==> src/design/ets_pkg.sv <==
package ets_pkg;

	localparam int unsigned MAX_ENTRIES = 65536;
	localparam int unsigned AW = $clog2(MAX_ENTRIES);
	localparam int unsigned DW = 16;
	localparam int unsigned IW = 16;

	localparam logic [1:0] ST_OK      = 2'd0;
	localparam logic [1:0] ST_UNBUILT = 2'd1;
	localparam logic [1:0] ST_RANGE   = 2'd2;

	localparam logic CMD_BUILD = 1'b0;
	localparam logic CMD_QUERY = 1'b1;

	typedef enum logic [1:0] {
		RD_QRY = 2'd0,
		RD_I   = 2'd1,
		RD_J   = 2'd2
	} rd_sel_t;

	typedef struct packed {
		logic    cap_item;
		logic    cnt_clr;
		logic    cnt_inc;
		logic    i_init;
		logic    i_inc;
		logic    x_init;
		logic    p_step;
		logic    x_step;
		logic    j_init;
		logic    j_step;
		logic    rd_en;
		rd_sel_t rd_sel;
		logic    q_ld;
		logic    wr_init;
		logic    wr_upd;
		logic    out_ld;
	} ets_ctrl_t;

	typedef struct packed {
		logic is_query;
		logic lim_lt2;
		logic cnt_last;
		logic i_last;
		logic i_is2;
		logic is_prime;
		logic j_last;
	} ets_stat_t;

endpackage

==> src/design/ets_ctrl.sv <==
module ets_ctrl (
	input  logic                clk,
	input  logic                arst_n,
	input  logic                in_valid,
	output logic                in_ready,
	output logic                out_valid,
	input  logic                out_ready,
	input  ets_pkg::ets_stat_t  stat,
	output ets_pkg::ets_ctrl_t  ctrl
);
	import ets_pkg::*;

	typedef enum logic [10:0] {
		S_IDLE  = 11'b000_0000_0001,
		S_DEC   = 11'b000_0000_0010,
		S_QOUT  = 11'b000_0000_0100,
		S_INIT  = 11'b000_0000_1000,
		S_CHK   = 11'b000_0001_0000,
		S_CHKW  = 11'b000_0010_0000,
		S_INVP  = 11'b000_0100_0000,
		S_INVX  = 11'b000_1000_0000,
		S_RD    = 11'b001_0000_0000,
		S_MUL   = 11'b010_0000_0000,
		S_WR    = 11'b100_0000_0000
	} state_t;

	state_t     state_q;
	state_t     state_d;
	logic       out_valid_q;
	logic [1:0] itc_q;
	logic       out_free;

	assign out_free = !out_valid_q || out_ready;
	assign in_ready = (state_q == S_IDLE);
	assign out_valid = out_valid_q;

	always_comb begin
		ctrl    = '0;
		ctrl.rd_sel = RD_QRY;
		state_d = state_q;
		unique case (state_q)
			S_IDLE: begin
				if (in_valid) begin
					ctrl.cap_item = 1'b1;
					state_d = S_DEC;
				end
			end
			S_DEC: begin
				if (stat.is_query) begin
					ctrl.rd_en  = 1'b1;
					ctrl.rd_sel = RD_QRY;
					state_d = S_QOUT;
				end else begin
					ctrl.cnt_clr = 1'b1;
					state_d = S_INIT;
				end
			end
			S_QOUT: begin
				if (out_free) begin
					ctrl.out_ld = 1'b1;
					state_d = S_IDLE;
				end
			end
			S_INIT: begin
				ctrl.wr_init = 1'b1;
				ctrl.cnt_inc = 1'b1;
				if (stat.cnt_last) begin
					ctrl.i_init = 1'b1;
					state_d = stat.lim_lt2 ? S_QOUT : S_CHK;
				end
			end
			S_CHK: begin
				ctrl.rd_en  = 1'b1;
				ctrl.rd_sel = RD_I;
				state_d = S_CHKW;
			end
			S_CHKW: begin
				if (stat.is_prime) begin
					ctrl.j_init = 1'b1;
					ctrl.x_init = 1'b1;
					state_d = stat.i_is2 ? S_RD : S_INVP;
				end else if (stat.i_last) begin
					state_d = S_QOUT;
				end else begin
					ctrl.i_inc = 1'b1;
					state_d = S_CHK;
				end
			end
			S_INVP: begin
				ctrl.p_step = 1'b1;
				state_d = S_INVX;
			end
			S_INVX: begin
				ctrl.x_step = 1'b1;
				state_d = (itc_q == 2'd2) ? S_RD : S_INVP;
			end
			S_RD: begin
				ctrl.rd_en  = 1'b1;
				ctrl.rd_sel = RD_J;
				state_d = S_MUL;
			end
			S_MUL: begin
				ctrl.q_ld = 1'b1;
				state_d = S_WR;
			end
			S_WR: begin
				ctrl.wr_upd = 1'b1;
				if (!stat.j_last) begin
					ctrl.j_step = 1'b1;
					state_d = S_RD;
				end else if (stat.i_last) begin
					state_d = S_QOUT;
				end else begin
					ctrl.i_inc = 1'b1;
					state_d = S_CHK;
				end
			end
			default: begin
				state_d = S_IDLE;
			end
		endcase
	end

	always_ff @(posedge clk or negedge arst_n) begin
		if (!arst_n) begin
			state_q     <= S_IDLE;
			out_valid_q <= 1'b0;
			itc_q       <= 2'd0;
		end else begin
			state_q <= state_d;
			if (ctrl.out_ld) begin
				out_valid_q <= 1'b1;
			end else if (out_ready) begin
				out_valid_q <= 1'b0;
			end
			if (ctrl.x_init) begin
				itc_q <= 2'd0;
			end else if (ctrl.x_step) begin
				itc_q <= itc_q + 2'd1;
			end
		end
	end

endmodule

==> config.mk <==
export PLATFORM = sky130hd
export DESIGN_NAME = ets_ctrl
export DESIGN_NICKNAME = d
export VERILOG_FILES = /design/src/design/ets_pkg.sv /design/src/design/ets_ctrl.sv
export SDC_FILE = /design/constraint.sdc
export NUM_CORES = 1
export LEC_CHECK = 0
export ABC_AREA = 1
export BUFFER_PORTS_ARGS = -buffer_cell sky130_fd_sc_hd__buf_2
export CAP_MARGIN = 15
export CORE_MARGIN = 2
export CORE_UTILIZATION = 49
export CTS_BUF_LIST = sky130_fd_sc_hd__clkbuf_8 sky130_fd_sc_hd__clkbuf_16
export CTS_CLUSTER_SIZE = 12
export DETAILED_ROUTE_END_ITERATION = 7
export PLACE_DENSITY = 0.84
export SLEW_MARGIN = 5
export SYNTH_ARGS = -nofsm -noshare
export SYNTH_HDL_FRONTEND = slang
export SYNTH_SLANG_ARGS = --single-unit
==> constraint.sdc <==
create_clock -name clk -period 2.3 [get_ports clk]
set_clock_uncertainty 0.2 [all_clocks]
set_input_delay 0.575 -clock clk [delete_from_list [all_inputs] [get_ports clk]]
set_output_delay 0.575 -clock clk [all_outputs]
set_load 0.05 [all_outputs]
Word level (Yosys, flattened, before mapping)
Cells that the tools add are included.
- flip-flop bits (word level): 14
- input port bits: 11
- output and inout bits: 19
- add/subtract/negate cells: 1
- equality and inequality tests: 15
- multiplexer cells: 38
- reduce and logical (&&, ||, !) cells: 5
- operators by type and width (cell ; number):
    $pmux 11 s11 ; 1
    $mux 11 ; 4
    $mux 9 ; 3
    $mux 1 ; 21
    $eq 11x1->1 const B ; 1
    $eq 11x10->1 const B ; 1
    $eq 11x11->1 const B ; 1
    $eq 11x2->1 const B ; 1
    $eq 11x3->1 const B ; 1
    $eq 11x4->1 const B ; 1
    $eq 11x5->1 const B ; 1
    $eq 11x6->1 const B ; 1
    $eq 11x7->1 const B ; 1
    $eq 11x8->1 const B ; 1
    $eq 11x9->1 const B ; 1
    $mux 5 ; 2
    $pmux 3 s3 ; 1
    $mux 2 ; 3
    $ne 2x2->1 const B ; 3
    $mux 4 ; 1
    $reduce_bool 2->1 ; 2
    $mux 3 ; 1
    $reduce_and 3->1 ; 1
    $add 2x1->2 const B ; 1
    other kinds (4) ; 4

Logic depth before layout (Yosys ltp)
Gate-level depths: netlist of run 1.
- depth after elaboration: 5
- mapped depth: 9

Worst setup path before layout of run 1
Ideal clock, no wire load.
- path kind: register -> output
- start: register state_q[6]
- end: output ctrl[13] in the netlist's numbering
- arrival: 1550 ps
- data required time: 1525 ps
- slack: -25 ps
- cell stages (with the launch flop): 6
- cell sequence: dfrtp_1 -> nor2_1 -> nand2_2 -> nor2_8 -> nand2_2 -> nor2_1
- RTL lines (item ; RTL line ; RTL):
    start, declared ; ets_ctrl.sv:27 ; state_t state_q;
    start signal, assigned ; ets_ctrl.sv:130 ; state_q <= state_d;
    end, declared ; ets_ctrl.sv:9 ; output ets_pkg::ets_ctrl_t ctrl

==> impl_metrics.yaml, run 1 <==
sta:
  drv_slew: 0
  slew_headroom_pct: 78.8
  layout_setup_ws_ns: -0.148
  tightest_slew_ns: 0.318
  fin_tns_setup_ns: -0.951
  finalSetupViolCount: 14
  fin_crit_ns: 2.45
  hold-worst-slack_ns: 0.00565
  fmax_mhz: 408
  rsz0062_at_grt: "true"
  hold_violations: 0
  min_period_over_period_pct: 106
synthesis:
  ys_seq_area_share_pct: 37.6
  synthesis.nets: 147
  async_reset_ff_share_pct: 100
  yosys_warnings: 0
  synth_ff_type: "dfrtp_1"
  syn-instance-count: 135
  yosysTopAreaCellShare_pct: 34.8
  synth_top_area_cell: "dfrtp_1"
  synth_edf_count: 0
  synth_common_cells: "nand2_1, inv_1, nor2_1, dfrtp_1, nand3_1"
  synth.avg_cell_area_um2: 6.92
  synth_seq_cells: 14
  yosysMostFrequentCell: "nand2_1"
  synthTopCellsByArea: "dfrtp_1, nand2_1, inv_1, nor2_1, nand3_1"
  netlist_area_um2: 935
  yosysUniqueCellTypes: 23
critical_path:
  cp_max_fo: 6
  startpoint_type: "flip-flop"
  critPathBufInv: 2
  slowest_delay_ns: 0.41
  cp.arrival_ns: 1.67
  crit_slowest_cell: "dfrtp_1"
  critical_path.top_delay_family: "simple AND/OR/NAND/NOR gates"
  worstPathCellList: "nor2_2, nand2_2, nor2_4, nand2_1, nand2_1, inv_2, nand2_1, buf_6"
  required_ns: 1.52
  critical_path_class: "flip-flop to output pin"
  end_kind: "output pin"
  cp_common_cell: "nand2_1"
placed_design:
  dp_hpwl_mm: 1.71
  placed_area_mm2: 0.00111
  port_buffers: 29
  gp_congestion: 0.843
  dp_cells: 187
power_and_ir_drop:
  vdd_drop_max_uv: 702
  seqPwrFrac_pct: 26.1
  p_sw_share_pct: 45.7
  comb_power_share_pct: 55.5
  p_int_uw: 629
  power.share.clock_pct: 18.4
  p_per_area_mw_per_mm2: 809
  p_leak_nw: 0.843
  p_switching_uw: 530
clock_tree:
  clock_latency_ns: 0.25
  cts_buffer_depth: 2
  cts_tree: "built"
  hold_buffers: 0
  cts-root-buf: "clkbuf_8"
  cts.sinks: 14
  cts.clk_slew.worst_paths_ns: 0.06
  htreeDepth: 1
  cts_inserted_buffers: 3
floorplanning:
  die_w_um: 47.7
  dieArea_mm2: 0.00227
  dieHeight_um: 47.7
  rows: 15
  core_mm2: 0.00176
  io-pin-count: 30
  start_util_pct: 53.0
finish:
  fin_area_mm2: 0.00143
  post-route-util_pct: 81.2
  diodes: 0
  layout.cells.non_filler: 200
  drive_gt1_share_pct: 46.3
  final_nets: 188
  syn2layout_area_growth_pct: 53.3
drt:
  drt-pass1-iter-count: 4
  drt_iter0_drc: 19
  wl_per_cell_um: 14.3
  drt_wl_total_mm: 2.87
  drc_errors: 0
  ant_nets: 0
  viasPerCell: 5.19
  vias: 1037
global_route:
  grt_pass1_wl_mm: 3.39
  grt_max_degree: 15
  gr-usage-all-layers_pct: 21.8
  grt_pass1_vias: 841
  antenna_found_initial: 0
  overflow: 0
outcome:
  violations: "setup timing"
  outcome: "finished, violations left"
min_path:
  min_path_type: "input pin to asynchronous set/reset pin"
run:
  maxCapViolations: 0
[layout by cell type, fill, tap and decap left out, types with 2 or more instances in the layout]
cell and count:
a21oi_1 2, buf_2 11, buf_4 11, buf_6 10, buf_8 4, clkbuf_4 2, clkbuf_8 3, dfrtp_1 12
inv_1 25, inv_2 5, nand2_1 27, nand2_2 5, nand2_4 4, nand3_1 6, nand3_2 5, nand3b_1 2
nor2_1 12, nor2_2 5, nor2_4 9, o21ai_0 3
[through the flow]
stage               power, mW  setup WS [ns]
detailed placement      0.761         0.0855
finish                   1.16         -0.148
CTS                      1.02        -0.0694
global placement        0.753          0.133
floorplan               0.668        0.00689
global route             1.22         -0.249
[path summary, 6_finish.rpt]
check                      startpoint         end  slack [ns]  cells after the start
min                            arst_n    itc_q[1]       0.006                      1
min in group clk            out_ready   out_valid        0.32                      2
max                        state_q[2]     ctrl[6]       -0.15                      8
min reg2reg                 out_valid   out_valid        0.37                      2
max in group asynchronous      arst_n  state_q[0]        1.60                      1
max reg2reg                state_q[5]  state_q[2]        0.43                      9
[cell families (layout without fill, tap and decap cells)]
logic type,Yosys count,count (layout),synth area share [%]
adders and majority gates,1,1,1.34
AOI/OAI and AO/OA,9,9,5.62
DFF,14,14,37.6
and+or+nand+nor,79,79,41.8
buffers and inverters,32,72,13.7
[final cells by class]
class                      instances  area, um^2
clock buffer                       3        41.3
clock inverter                     1        3.75
fill                             124         332
inverter                          30         115
multi-input combinational         89         563
sequential                        14         353
tap                               25        31.3
timing repair buffer              38         325
[worst reg2reg max path, cell delays in order, from the launching register on]
cell     delay [ns]
dfrtp_1        0.43
nor2_4         0.15
nand2_4        0.10
nor2_8         0.21
buf_4          0.15
nand3_1        0.15
nand3_2        0.16
inv_2          0.07
nand3_1        0.10
nand2_1        0.05
[power groups by stage]
stage | sequential, mW | combinational [mW] | clock (mW)
after floorplan | 0.306 | 0.362 | 0
final | 0.303 | 0.643 | 0.213
after global placement | 0.301 | 0.451 | 0
after CTS | 0.300 | 0.507 | 0.212
after detailed placement | 0.304 | 0.458 | 0
after global routing | 0.304 | 0.685 | 0.227
[flip-flops by register name, summed over array words and instances (netlist names)]
| name | flops |
|---|---|
| out_valid | 1 |
| state_q | 11 |
| itc_q | 2 |
[layer usage]
metal / part of all wire (%) / wire length, um / global-route usage [%] / vias to the layer above
li1: - / - / - / 486
met1: 42 / 1200 / 27.6 / 489
met2: 48 / 1390 / 34.1 / 46
met3: 5.6 / 162 / 4.53 / 16
met4: 4.1 / 119 / 13.5 / 0
met5: 0 / 0 / 0 / -
[repair_timing]
item	4_1_cts	5_1_grt
gates resized for setup	22	46
pin swaps	7	3
setup buffers	5	4
gates cloned	0	0
setup endpoints to repair	18	18
(Power assumes the default switching activity.)
==> run 2, diff against run 1 <==
Settings changed: ABC_AREA 1 to not set, CORE_UTILIZATION 49 to 50, PLACE_DENSITY 0.84 to 0.85, SKIP_CTS_REPAIR_TIMING set to 1.
Clock period 2.3 ns to 2.68 ns, I/O delays scaled along.
==> run 2 against run 1 <==
Compared with the run above: the run still ends with setup timing left; total power down 11%; sequential power down 11%; register-to-register slack worse by 0.10 ns; final cell count down 7.5%; synthesized area up 7.1%; wire length down 5.4%.
==> impl_metrics.yaml, run 2 <==
floorplanning:
  io-pin-count: 30
  rows: 16
  dieHeight_um: 48.7
  die_w_um: 48.7
  dieArea_mm2: 0.00238
  core_mm2: 0.00192
  start_util_pct: 52.1
global_route:
  grt_pass1_vias: 894
  grt_max_degree: 15
  overflow: 0
  grt_pass1_wl_mm: 4.07
  antenna_found_initial: 0
  gr-usage-all-layers_pct: 22.5
finish:
  final_nets: 171
  top_register: "state_q"
  diodes: 0
  fillCellCount: 139
  mostFrequentLayoutCell: "buf_4"
  post-route-util_pct: 79.4
  final_cell_mix: "buf_4, buf_2, dfrtp_1"
  multi_input_area_um2: 681
  layout.cells.non_filler: 185
  drive_gt1_share_pct: 49.4
  fin_area_mm2: 0.00153
  largest_register_ffs: 11
  seq_area_um2: 352
  syn2layout_area_growth_pct: 52.5
synthesis:
  synthesis.nets: 126
  async_reset_ff_share_pct: 100
  synth_top_area_cell: "dfrtp_1"
  netlist_area_mm2: 0.00100
  synth_edf_count: 0
  yosysTopAreaCellShare_pct: 32.5
  synth.avg_cell_area_um2: 8.78
  synth_common_cells: "dfrtp_1, nor2_1, inv_1, nor3_1"
  yosysUniqueCellTypes: 47
  ys_seq_area_share_pct: 35.1
  synthTopCellsByArea: "dfrtp_1, nor2_1, nor4_4, inv_1, nor4_1"
  yosysMostFrequentCell: "dfrtp_1"
  syn-instance-count: 114
  synth_seq_cells: 14
  synth_ff_type: "dfrtp_1"
  yosys_warnings: 0
drt:
  drt_wl_total_mm: 2.71
  ant_nets: 0
  drt-pass1-iter-count: 4
  drc_errors: 0
  viasPerCell: 5.52
  vias: 1021
  drt_iter0_drc: 14
  wl_per_cell_um: 14.7
critical_path:
  r2r_setup_slack_ns: 0.33
  startpoint_type: "flip-flop"
  cp.arrival_ns: 1.92
  slowest_delay_ns: 0.57
  crit_slowest_cell: "or4_4"
  critical_path.top_delay_family: "simple AND/OR/NAND/NOR gates"
  cp_max_fo: 6
  crit_path_start: "state_q[4]"
  critical_path_class: "flip-flop to output pin"
  reg2reg_to: "state_q[2]"
  worstPathCellList: "buf_6, or4_4, nor4_4, buf_6"
  critPathBufInv: 2
  reg2reg_depth: 7
  required_ns: 1.81
  cp_common_cell: "buf_6"
  reg2reg_from: "state_q[4]"
  end_kind: "output pin"
sta:
  tightest_slew_ns: 0.591
  slew_headroom_pct: 60.1
  fmax_mhz: 358
  hold-worst-slack_ns: 0.106
  min_period_over_period_pct: 104
  layout_setup_ws_ns: -0.110
  rsz0062_at_grt: "true"
  finalSetupViolCount: 8
  hold_violations: 0
  drv_slew: 0
  fin_crit_ns: 2.79
clock_tree:
  cts_tree: "built"
  cts-root-buf: "clkbuf_8"
  clock_latency_ns: 0.25
  cts_inserted_buffers: 3
  cts.sinks: 14
  cts_buffer_depth: 2
  htreeDepth: 1
  cts.clk_slew.worst_paths_ns: 0.06
outcome:
  violations: "setup timing"
  outcome: "finished, violations left"
placed_design:
  port_buffers: 29
  placed_area_mm2: 0.00127
  dp_hpwl_mm: 1.85
  gp_congestion: 0.839
  dp_cells: 175
run:
  maxCapViolations: 0
power_and_ir_drop:
  vdd_drop_max_uv: 402
  p_per_area_mw_per_mm2: 676
  p_leak_nw: 0.736
min_path:
  min_path_type: "input pin to asynchronous set/reset pin"
[run 2: kinds of logic (layout without fill, tap and decap cells)]
kind of cell,count (synthesis),count (layout),share of synthesized area (%)
AOI/OAI and AO/OA,17,17,13.4
xor gates and xnor gates,3,3,2.63
adders and majority gates,1,1,1.25
buffers and inverters,16,60,8.00
DFF,14,14,35.1
and+or+nand+nor,63,63,39.6
[run 2: metrics by stage]
stage / TNS [ns] / setup WS, ns / power [mW]
after floorplan: -0.112 / -0.112 / 0.595
after global placement: 0 / 0.0861 / 0.701
after detailed placement: 0 / 0.0508 / 0.712
after CTS: -1.56 / -0.237 / 0.932
after global routing: -1.23 / -0.184 / 1.08
final: -0.354 / -0.110 / 1.03
[run 2: worst max-delay path by stage]
stage / end / slack (ns) / cells past startpoint
3_5_place_dp: ctrl[0] / 0.05 / 5
4_1_cts: ctrl[0] / -0.24 / 5
6_report: in_ready / -0.11 / 4
3_3_place_gp: ctrl[6] / 0.09 / 6
2_1_floorplan: ctrl[7] / -0.11 / 4
5_1_grt: ctrl[6] / -0.18 / 6
[run 2: power breakdown]
group	internal (mW)	total [mW]	leakage [nW]	switching [mW]
logic	0.226	0.544	0.526	0.318
clock network	0.131	0.217	0.0288	0.0863
registers	0.239	0.270	0.181	0.0312
total	0.595	1.03	0.736	0.436
[run 2: final cells by class]
class                           count  area share [%]
Timing Repair Buffer               46            23.9
Tap cell                           27            2.21
Inverter                           10            2.62
Sequential cell                    14            23.0
Clock buffer                        4            3.61
Multi-Input combinational cell     84            44.6
[run 2: metal layers]
layer,track usage (%),vias to the layer above,routed length (um)
li1,-,498,-
met1,30.3,492,1200
met2,36.3,27,1370
met3,4.63,4,103
met4,7.14,0,40
met5,0,-,0
